[src/hdl/splr_pkg.sv]
`default_nettype none

package splr_pkg;

  // Instruction field codes
  localparam logic [31:0] ADVSIMD_MASK  = 32'h9F3E0C00;
  localparam logic [31:0] CNT_MATCH     = 32'h0E200800;
  localparam logic [31:0] ACROSS_MATCH  = 32'h0E300800;

  localparam logic [4:0]  FMOV_CLASS    = 5'h1E;
  localparam logic [5:0]  FMOV_ZERO_OP  = 6'h00;
  localparam logic [1:0]  FMOV_SCALAR   = 2'b00;

  localparam logic [4:0]  OP5_CNT       = 5'h05;
  localparam logic [4:0]  OP5_ADDLV     = 5'h03;
  localparam logic [4:0]  OP5_ADDV      = 5'h1B;

  localparam logic [2:0]  OPC_TO_GPR    = 3'd6;
  localparam logic [2:0]  OPC_FROM_GPR  = 3'd7;

  localparam logic [1:0]  RMODE_LOW     = 2'd0;
  localparam logic [1:0]  RMODE_UPPER   = 2'd1;

  localparam logic [1:0]  FTYPE_S       = 2'd0;
  localparam logic [1:0]  FTYPE_D       = 2'd1;
  localparam logic [1:0]  FTYPE_Q       = 2'd2;

  localparam logic [1:0]  SIZE_B        = 2'd0;
  localparam logic [1:0]  SIZE_H        = 2'd1;
  localparam logic [1:0]  SIZE_S        = 2'd2;
  localparam logic [1:0]  SIZE_D        = 2'd3;

  // Vector file write request
  typedef struct packed {
    logic        lo_we;
    logic        hi_we;
    logic [4:0]  idx;
    logic [63:0] lo;
    logic [63:0] hi;
  } splr_vwr_t;

  // One result word
  typedef struct packed {
    logic        gpr_write;
    logic [4:0]  gpr_index;
    logic [63:0] gpr_data;
    logic        undefined_insn;
  } splr_res_t;

endpackage

`default_nettype wire

[src/hdl/splr_exec.sv]
`default_nettype none

module splr_exec
  import splr_pkg::*;
(
  input  wire logic [31:0] instr,
  input  wire logic [63:0] gv,
  input  wire logic [63:0] vlo,
  input  wire logic [63:0] vhi,
  output splr_res_t        res,
  output splr_vwr_t        wr
);

  function automatic logic [3:0] pop8(input logic [7:0] b);
    logic [3:0] n;
    n = '0;
    for (int k = 0; k < 8; k++) begin
      n = n + {3'b000, b[k]};
    end
    return n;
  endfunction

  logic        sf, q, u, ext;
  logic [1:0]  ftype, rmode, size;
  logic [2:0]  opc;
  logic [4:0]  rn, rd, op5;
  logic        fmov_class, ftype_ok;
  logic        is_to_gpr, is_from_gpr, is_to_gpr_hi, is_from_gpr_hi;
  logic        is_cnt, is_addlv, is_addv;
  logic [127:0] v;

  logic [11:0] sb;
  logic [18:0] sh;
  logic [33:0] sw;
  logic [63:0] sd;
  logic [63:0] addlv_val, addv_val, cnt_lo, cnt_hi;

  assign sf    = instr[31];
  assign q     = instr[30];
  assign u     = instr[29];
  assign size  = instr[23:22];
  assign ftype = instr[23:22];
  assign rmode = instr[20:19];
  assign opc   = instr[18:16];
  assign op5   = instr[16:12];
  assign rn    = instr[9:5];
  assign rd    = instr[4:0];
  assign ext   = ~u;

  assign fmov_class = (instr[28:24] == FMOV_CLASS) && (instr[30:29] == FMOV_SCALAR)
                      && instr[21] && (instr[15:10] == FMOV_ZERO_OP);
  assign ftype_ok   = (!sf && ftype == FTYPE_S) || (sf && ftype == FTYPE_D);

  assign is_to_gpr      = fmov_class && opc == OPC_TO_GPR && rmode == RMODE_LOW && ftype_ok;
  assign is_from_gpr    = fmov_class && opc == OPC_FROM_GPR && rmode == RMODE_LOW && ftype_ok;
  assign is_to_gpr_hi   = fmov_class && opc == OPC_TO_GPR && rmode == RMODE_UPPER
                          && sf && ftype == FTYPE_Q;
  assign is_from_gpr_hi = fmov_class && opc == OPC_FROM_GPR && rmode == RMODE_UPPER
                          && sf && ftype == FTYPE_Q;

  assign is_cnt   = ((instr & ADVSIMD_MASK) == CNT_MATCH) && !u && size == SIZE_B
                    && op5 == OP5_CNT;
  assign is_addlv = ((instr & ADVSIMD_MASK) == ACROSS_MATCH) && op5 == OP5_ADDLV;
  assign is_addv  = ((instr & ADVSIMD_MASK) == ACROSS_MATCH) && op5 == OP5_ADDV && !u;

  // 64-bit form only looks at the low half
  assign v = {(q ? vhi : 64'd0), vlo};

  // Lane sums at each element size; byte, halfword and word sums add four group sums in two levels
  always_comb begin
    logic [11:0] bg [4];
    logic [18:0] hg [4];
    logic [33:0] wl [4];
    for (int g = 0; g < 4; g++) begin
      bg[g] = '0;
      for (int j = 0; j < 4; j++) begin
        bg[g] = bg[g] + {{4{ext & v[32*g + 8*j + 7]}}, v[32*g + 8*j +: 8]};
      end
      hg[g] = {{3{ext & v[32*g + 15]}}, v[32*g +: 16]}
            + {{3{ext & v[32*g + 31]}}, v[32*g + 16 +: 16]};
      wl[g] = {{2{ext & v[32*g + 31]}}, v[32*g +: 32]};
    end
    sb = (bg[0] + bg[1]) + (bg[2] + bg[3]);
    sh = (hg[0] + hg[1]) + (hg[2] + hg[3]);
    sw = (wl[0] + wl[1]) + (wl[2] + wl[3]);
    sd = v[63:0] + v[127:64];
  end

  always_comb begin
    case (size)
      SIZE_B: begin
        addlv_val = {48'd0, {4{ext & sb[11]}}, sb};
        addv_val  = {56'd0, sb[7:0]};
      end
      SIZE_H: begin
        addlv_val = {32'd0, {13{ext & sh[18]}}, sh};
        addv_val  = {48'd0, sh[15:0]};
      end
      SIZE_S: begin
        addlv_val = {{30{ext & sw[33]}}, sw};
        addv_val  = {32'd0, sw[31:0]};
      end
      SIZE_D: begin
        addlv_val = sd;
        addv_val  = sd;
      end
      default: begin
        addlv_val = '0;
        addv_val  = '0;
      end
    endcase
  end

  always_comb begin
    for (int i = 0; i < 8; i++) begin
      cnt_lo[8*i +: 8] = {4'b0000, pop8(v[8*i +: 8])};
      cnt_hi[8*i +: 8] = {4'b0000, pop8(v[64 + 8*i +: 8])};
    end
  end

  always_comb begin
    res = '0;
    wr  = '0;
    wr.idx = rd;
    if (is_to_gpr) begin
      res.gpr_write = 1'b1;
      res.gpr_index = rd;
      res.gpr_data  = sf ? vlo : {32'd0, vlo[31:0]};
    end else if (is_from_gpr) begin
      wr.lo_we = 1'b1;
      wr.hi_we = 1'b1;
      wr.lo    = sf ? gv : {32'd0, gv[31:0]};
    end else if (is_to_gpr_hi) begin
      res.gpr_write = 1'b1;
      res.gpr_index = rd;
      res.gpr_data  = vhi;
    end else if (is_from_gpr_hi) begin
      wr.hi_we = 1'b1;
      wr.hi    = gv;
    end else if (is_cnt) begin
      wr.lo_we = 1'b1;
      wr.hi_we = 1'b1;
      wr.lo    = cnt_lo;
      wr.hi    = cnt_hi;
    end else if (is_addlv) begin
      wr.lo_we = 1'b1;
      wr.hi_we = 1'b1;
      wr.lo    = addlv_val;
    end else if (is_addv) begin
      wr.lo_we = 1'b1;
      wr.hi_we = 1'b1;
      wr.lo    = addv_val;
    end else begin
      res.undefined_insn = 1'b1;
    end
  end

endmodule

`default_nettype wire
[config.mk]
export PLATFORM = sky130hd
export DESIGN_NAME = splr_exec
export DESIGN_NICKNAME = d
export VERILOG_FILES = /design/src/hdl/splr_pkg.sv /design/src/hdl/splr_exec.sv
export SDC_FILE = /design/constraint.sdc
export NUM_CORES = 1
export LEC_CHECK = 0
export BUFFER_PORTS_ARGS = -buffer_cell sky130_fd_sc_hd__buf_4
export CORE_ASPECT_RATIO = 0.8
export CORE_MARGIN = 8
export CORE_UTILIZATION = 60
export DETAILED_ROUTE_END_ITERATION = 8
export PLACE_DENSITY = 0.86
export SETUP_SLACK_MARGIN = 0.2
export SLEW_MARGIN = 20
export SYNTH_ARGS = -nofsm -noshare
export SYNTH_HDL_FRONTEND = slang
export SYNTH_SLANG_ARGS = --single-unit
[constraint.sdc]
create_clock -name vclk -period 28.1
set_input_delay 8.43 -clock vclk [all_inputs]
set_output_delay 8.43 -clock vclk [all_outputs]
set_load 0.05 [all_outputs]
* Word level (Yosys, flattened, before mapping) *
Index checks and enable logic that the tools add are counted.

storage, ports and cells
  flip-flop bits (word level) = 0
  bits of input ports = 224
  output and inout port bits = 206
  word-level logic and storage cells = 232

cells by class
  $add $sub $neg = 138
  equality and inequality tests = 12
  muxes and demuxes = 32
  bitwise operators = 20
  reductions and logical operators = 30

operator list
  kind                                                                number
  64-bit 2-to-1 mux                                                   10
  64-bit case mux with 4 select lines                                 2
  4-bit by 1-bit adder with 4-bit output                              64
  128-bit 2-to-1 mux                                                  2
  70-bit 2-to-1 mux                                                   2
  17-bit by 17-bit adder with 18-bit output                           4
  71-bit 2-to-1 mux                                                   1
  33-bit by 33-bit adder with 34-bit output                           2
  3-bit by 1-bit adder with 4-bit output                              16
  64-bit adder                                                        1
  60-bit 2-to-1 mux                                                   1
  11-bit by 9-bit adder with 12-bit output                            4
  2-bit by 1-bit adder with 3-bit output                              16
  10-bit by 9-bit adder with 11-bit output                            4
  9-bit by 9-bit adder with 10-bit output                             4
  18-bit by 18-bit adder with 19-bit output                           2
  12-bit adder                                                        3
  34-bit adder                                                        1
  1-bit by 1-bit adder with 2-bit output                              16
  13-bit by 11-bit == test with 1-bit output (second input constant)  2
  1-bit logical AND                                                   23
  19-bit adder                                                        1
  1-bit bitwise AND                                                   19
  2-bit 2-to-1 mux                                                    6
  12 further kinds                                                    26

* Longest topological paths before layout *
Gate-level depths: netlist of run 1.

  word-level depth = 15
  gate-level depth with buffers = 27
  mapped depth without buffers = 25

* Worst setup path after synthesis of run 1 *
OpenSTA, ideal clock, no wires.

  kind = input-to-output
  start point = input port instr[30]
  end point = output port wr[79] (netlist name)
  arrival = 15.164 ns
  path slack = 4.506 ns
  stages = 24
  path buffers = 2
  cell sequence = clkbuf_1 > clkbuf_1 > and2_1 > fa_1 > inv_1 > fa_1 > inv_1 > fa_1 > fa_1 > fa_1 > inv_1 > fa_1 > inv_1 > ha_1 > a21o_1 > a21oi_1 > o21bai_1 > a31o_2 > a211oi_1 > o21bai_1 > xnor2_1 > o21ai_0 > nand2_1 > o31ai_1

RTL lines
  what         RTL line         RTL
  from (decl)  splr_exec.sv:6   input wire logic [31:0] instr,
  to (decl)    splr_exec.sv:11  output splr_vwr_t wr

==> results by group, run 1 <==
Floorplanning
  • Core area: 32,600 um2
  • Die height: 179 um
  • Die W: 219 um
  • Die footprint: 39,200 um2
  • # rows: 59
  • # IOs: 430
  • Initial Util: 60.9%

Clock tree
  • PostCTS Resize Cnt: 0
  • CTS Hold Bufs: 0
  • Post-CTS setup buffer count: 0

Logic synthesis
  • Yosys top cell by area: fa_1
  • Synth Area in Compound Gates: 21.7%
  • Post-Synthesis Cell Area: 19,800 um2
  • Post-synthesis simple-gate area fraction: 12.2%
  • Synth Area in XOR/XNOR: 5.96%
  • Synth unique cells: 83
  • Cell count after synthesis: 2,372
  • Synth top area cells: fa_1, ha_1, inv_1, xnor2_1, a22o_1
  • Top-area cell type share of the netlist area: 36.5%
  • Avg Cell Area, Syn: 8.36 um2
  • Post-synthesis mux area share: 1.09%
  • Net Count, Synth: 3,139
  • Largest family of logic cells by synthesized area: adder cells
  • Post-Synth Adder-Cell Area: 48.0%
  • Post-synthesis sequential area ratio: 0%
  • Synth Warn #: 0

STA
  • RSZ-0062 raised after global routing: false
  • Period utilization: 85.5%
  • Max Slew Vio Count: 0
  • Fin crit period: 24,020 ps
  • Hold Fails Final Rpt: 0
  • Fmax: 41.6 MHz
  • Worst-margin pin slew: 1180 ps
  • Final setup fails: 0
  • Sum Neg Setup Slack: 0 ps
  • Relative slew margins: 20.2%

Min path
  • Hold crit path type: primary input to output pin

Place
  • PortBufs: 425
  • Post-DP HPWL: 78,400 um
  • Placer Congestion: 1.16
  • Placed cells: 3,135

Setup path
  • Worst setup SP type: primary input
  • Crit path buf inv count: 4
  • Crit-path slowest cell: and2_1
  • Cell family with most CP delay: adder cells
  • Slowest stage delay, CP: 820 ps
  • Critical path cell sequence: buf_4 > and2_1 > fa_1 > fa_1 > fa_1 > fa_1 > fa_1 > inv_1 > fa_1 > inv_1 > ha_1 > a21o_1 > a21oi_1 > o21bai_1 > a31o_2 > a211oi_1 > o21bai_1 > xnor2_1 > o21ai_0 > nand2_1 > o31ai_1 > buf_4
  • Critical path class: primary input to output pin
  • Worst-path maximum fanout: 65
  • Crit path required time: 19,670 ps
  • CP endpoint kind: output pin
  • Critical path data arrival time: 15,590 ps
  • CP most frequent cell: fa_1

Routing
  • Vias post-DR: 21,200
  • Initial drt markers: 3,162
  • Vias per Instance: 6.76
  • Number of detailed-route iterations in the first pass: 7
  • Post-DRT Antenna Nets: 0
  • Post-DR wirelength/cell: 29.9 um
  • Number of remaining DRC errors: 0
  • Final WL: 93,700 um

Final layout
  • Clock buffer count in the final layout: 0
  • Multi-input logic area: 17,700 um2
  • Reg area: 0 um2
  • Share of cells above drive strength 1: 17.8%
  • Sequential cell count: 0
  • Nets: 3,477
  • Post-Layout Cell Count: 3,136
  • Filler cell count: 2,513
  • Area grow syn2layout: 17.4%

Global route
  • Total global routing track utilization: 46.4%
  • Initial antenna violation count: 5
  • First-pass GRT wire length: 134,000 um
  • Vias in the first global route: 21,300
  • GRT Residual Overflow: 0
  • Pin count of the biggest net entering global routing: 66

Flow run
  • Number of max-cap violations: 0

Outcome
  • Status: complete, no violations
==> cell usage after synthesis, types with 22 or more instances <==
cell        n
a21oi_1   134
a22o_1     87
nor2_1     82
inv_1     468
and2_1     40
nor2b_1    22
nor3_1     26
clkbuf_1   84
and3_1     49
xor2_1     45
xnor2_1    90
nand2_1   158
o21ai_0   118
fa_1      362
nand3_1    29
nand4_1    26
ha_1      181
o211ai_1   27
a211oi_1   25
a21o_1     63
==> logic make-up (layout without fill, tap and decap cells) <==
group | count (synthesis) | count (layout)
other | 0 | 1
AND/OR/NAND/NOR | 485 | 485
multiplexers | 15 | 15
AO/OA/AOI/OAI | 620 | 620
buffers and inverters | 574 | 910
adder cells (fa/ha/maj) | 543 | 543
XOR/XNOR | 135 | 135
==> layer usage <==
metal	wire [um]	share of wire, %	global-route usage, %	vias up
met3	16100	17	19.2	421
met2	38400	41	66.4	1899
met4	6120	6.5	23.6	8
li1	-	-	-	8659
met5	50	0.053	0	-
met1	33100	35	59.7	10200
==> cells in the final DEF, fill, tap and decap left out, types with 79 or more instances in the layout <==
cell     instances
xnor2_1         90
o21ai_0        117
nor2_1          79
a22o_1          87
fa_1           362
buf_4          441
ha_1           181
inv_1          468
a21oi_1        134
nand2_1        158
==> through the flow <==
stage | util (%) | instance area, um2 | hold slack [ps] | setup WS [ps]
floorplan | - | 19800 | 17030 | 4510
global placement | 71.5 | 23300 | 17120 | 4370
detailed placement | 71.5 | 23300 | 17130 | 4280
CTS | 71.5 | 23300 | 17130 | 4260
global route | 71.5 | 23300 | 17130 | 3910
finish | 71.5 | 23300 | 17130 | 4080
==> cell type report <==
type	instances	share of cell area (%)
Timing Repair Buffer	441	14.2
Multi-Input combinational cell	1798	75.9
Antenna cell	1	0.0107
Tap cell	427	2.29
Inverter	469	7.56
==> final timing paths <==
check                 startpoint      end  slack, ps  cells after the start
worst min-delay path    instr[3]  wr[131]      17130                      2
worst max-delay path   instr[30]   wr[79]       4080                     22
==> run 2: changes to the inputs <==
--- a/config.mk
+++ b/config.mk
@@ -6,11 +6,13 @@
 export NUM_CORES = 1
 export LEC_CHECK = 0
 export BUFFER_PORTS_ARGS = -buffer_cell sky130_fd_sc_hd__buf_4
+export CELL_PAD_IN_SITES_DETAIL_PLACEMENT = 1
+export CELL_PAD_IN_SITES_GLOBAL_PLACEMENT = 1
 export CORE_ASPECT_RATIO = 0.8
 export CORE_MARGIN = 8
-export CORE_UTILIZATION = 60
+export CORE_UTILIZATION = 47
 export DETAILED_ROUTE_END_ITERATION = 8
-export PLACE_DENSITY = 0.86
+export PLACE_DENSITY = 0.9
 export SETUP_SLACK_MARGIN = 0.2
 export SLEW_MARGIN = 20
 export SYNTH_ARGS = -nofsm -noshare
==> run 2 against run 1 <==
Against the previous run: critical path type unchanged; via count increased by 1.6%; final area increased by 0.84%; final cell count increased by 4.3%.
==> results by group, run 2 (same netlist as run 1, synthesis figures left out) <==
Floorplanning
  • Core area: 41,700 um2
  • Die footprint: 49,100 um2
  • # IOs: 430
  • # rows: 67
  • Die W: 246 um
  • Initial Util: 47.5%
  • Die height: 200 um

Final layout
  • Most frequent cells in the layout: inv_1, buf_4, fa_1
  • Reg area: 0 um2
  • Sequential cell count: 0
  • Share of cells above drive strength 1: 17.8%
  • Area grow syn2layout: 18.4%
  • Clock buffer count in the final layout: 0
  • Cell area after layout: 23,500 um2
  • Nets: 3,481
  • Multi-input logic area: 17,700 um2
  • Most common cell after layout, fill and taps aside: inv_1
  • Filler cell count: 5,055

Flow run
  • Number of max-cap violations: 0

Global route
  • GRT Residual Overflow: 0
  • Total global routing track utilization: 43.1%
  • Initial antenna violation count: 8
  • First-pass GRT wire length: 155,000 um
  • Pin count of the biggest net entering global routing: 56
  • Vias in the first global route: 22,800

STA
  • Worst-margin pin slew: 1100 ps
  • Final setup fails: 0
  • Setup ws final: 3490 ps
  • Max Slew Vio Count: 0
  • RSZ-0062 raised after global routing: false
  • Hold Fails Final Rpt: 0
  • Fin crit period: 24,610 ps
  • Period utilization: 87.6%
  • Relative slew margins: 26.7%
  • Fmax: 40.6 MHz
  • Sum Neg Setup Slack: 0 ps

Routing
  • Number of detailed-route iterations in the first pass: 6
  • Post-DRT Antenna Nets: 0
  • Vias per Instance: 6.59
  • Final WL: 109,000 um
  • Initial drt markers: 2,406
  • Post-DR wirelength/cell: 33.3 um
  • Number of remaining DRC errors: 0
  • Vias post-DR: 21,500

Setup path
  • Levels on crit path: 22
  • Crit-path slowest cell: fa_1
  • Critical path data arrival time: 16,180 ps
  • Crit path buf inv count: 6
  • Worst setup SP type: primary input
  • Critical Path End: wr[79]
  • Critical path class: primary input to output pin
  • Crit path from: instr[30]
  • Cell family with most CP delay: adder cells
  • CP endpoint kind: output pin
  • Crit path required time: 19,670 ps
  • Slowest stage delay, CP: 580 ps
  • CP most frequent cell: fa_1
  • Critical path cell sequence: buf_4 > buf_4 > nand2_1 > inv_1 > fa_1 > fa_1 > fa_1 > fa_1 > fa_1 > inv_1 > fa_1 > inv_1 > ha_1 > a21o_1 > a31o_2 > a211oi_1 > o21bai_1 > xnor2_1 > o21ai_0 > nand2_1 > o31ai_1 > buf_4
  • Worst-path maximum fanout: 43

Min path
  • Cell depth of the worst hold path: 2
  • Hold crit path type: primary input to output pin

Place
  • PortBufs: 425
  • Dpl cell area: 23,400 um2
  • Post-DP HPWL: 93,300 um
  • Pre-CTS setup slack: 3800 ps
  • Placer Congestion: 1.07

Outcome
  • Status: complete, no violations

Clock tree
  • PostCTS Resize Cnt: 0
  • Post-CTS setup buffer count: 0
  • CTS Hold Bufs: 0
## run 2: changes by cell type in the layout (fill, tap and decap cells not counted)
cell      change
nor2_4        -1
and2_2        -1
diode_2       +7
clkbuf_4      +1
buf_4         +3
nor2_1        +1
and2_1        +1
## run 2: cell type report
cell class | instances | area share (%)
diodes | 8 | 0.0853
repair buffers | 445 | 14.2
well taps | 552 | 2.94
inverters | 469 | 7.50
multi-input cells | 1798 | 75.2
## run 2: metal layers
metal | GRT usage [%] | vias up | share of wire [%]
met5 | 0 | - | 0.025
li1 | - | 8650 | -
met3 | 13.6 | 351 | 13
met2 | 65.8 | 1573 | 43
met1 | 56.0 | 11000 | 39
met4 | 18.6 | 4 | 5.4
## run 2: worst min-delay path by stage
| stage | from | to | slack, ps |
|---|---|---|---|
| finish | instr[1] | wr[129] | 17120 |
| global route | instr[1] | wr[129] | 17130 |
| CTS | instr[1] | wr[129] | 17130 |
| detailed placement | instr[1] | wr[129] | 17120 |
| global placement | instr[4] | wr[132] | 17130 |
| floorplan | instr[0] | wr[128] | 17030 |
## run 2: metrics by stage
stage | util (%) | cells | hold WS (ps)
after floorplan | - | 2372 | 17030
after global placement | 56.2 | 3263 | 17130
after detailed placement | 56.2 | 3263 | 17120
after CTS | 56.2 | 3263 | 17130
after global routing | 56.2 | 3265 | 17130
final | 56.2 | 3272 | 17120
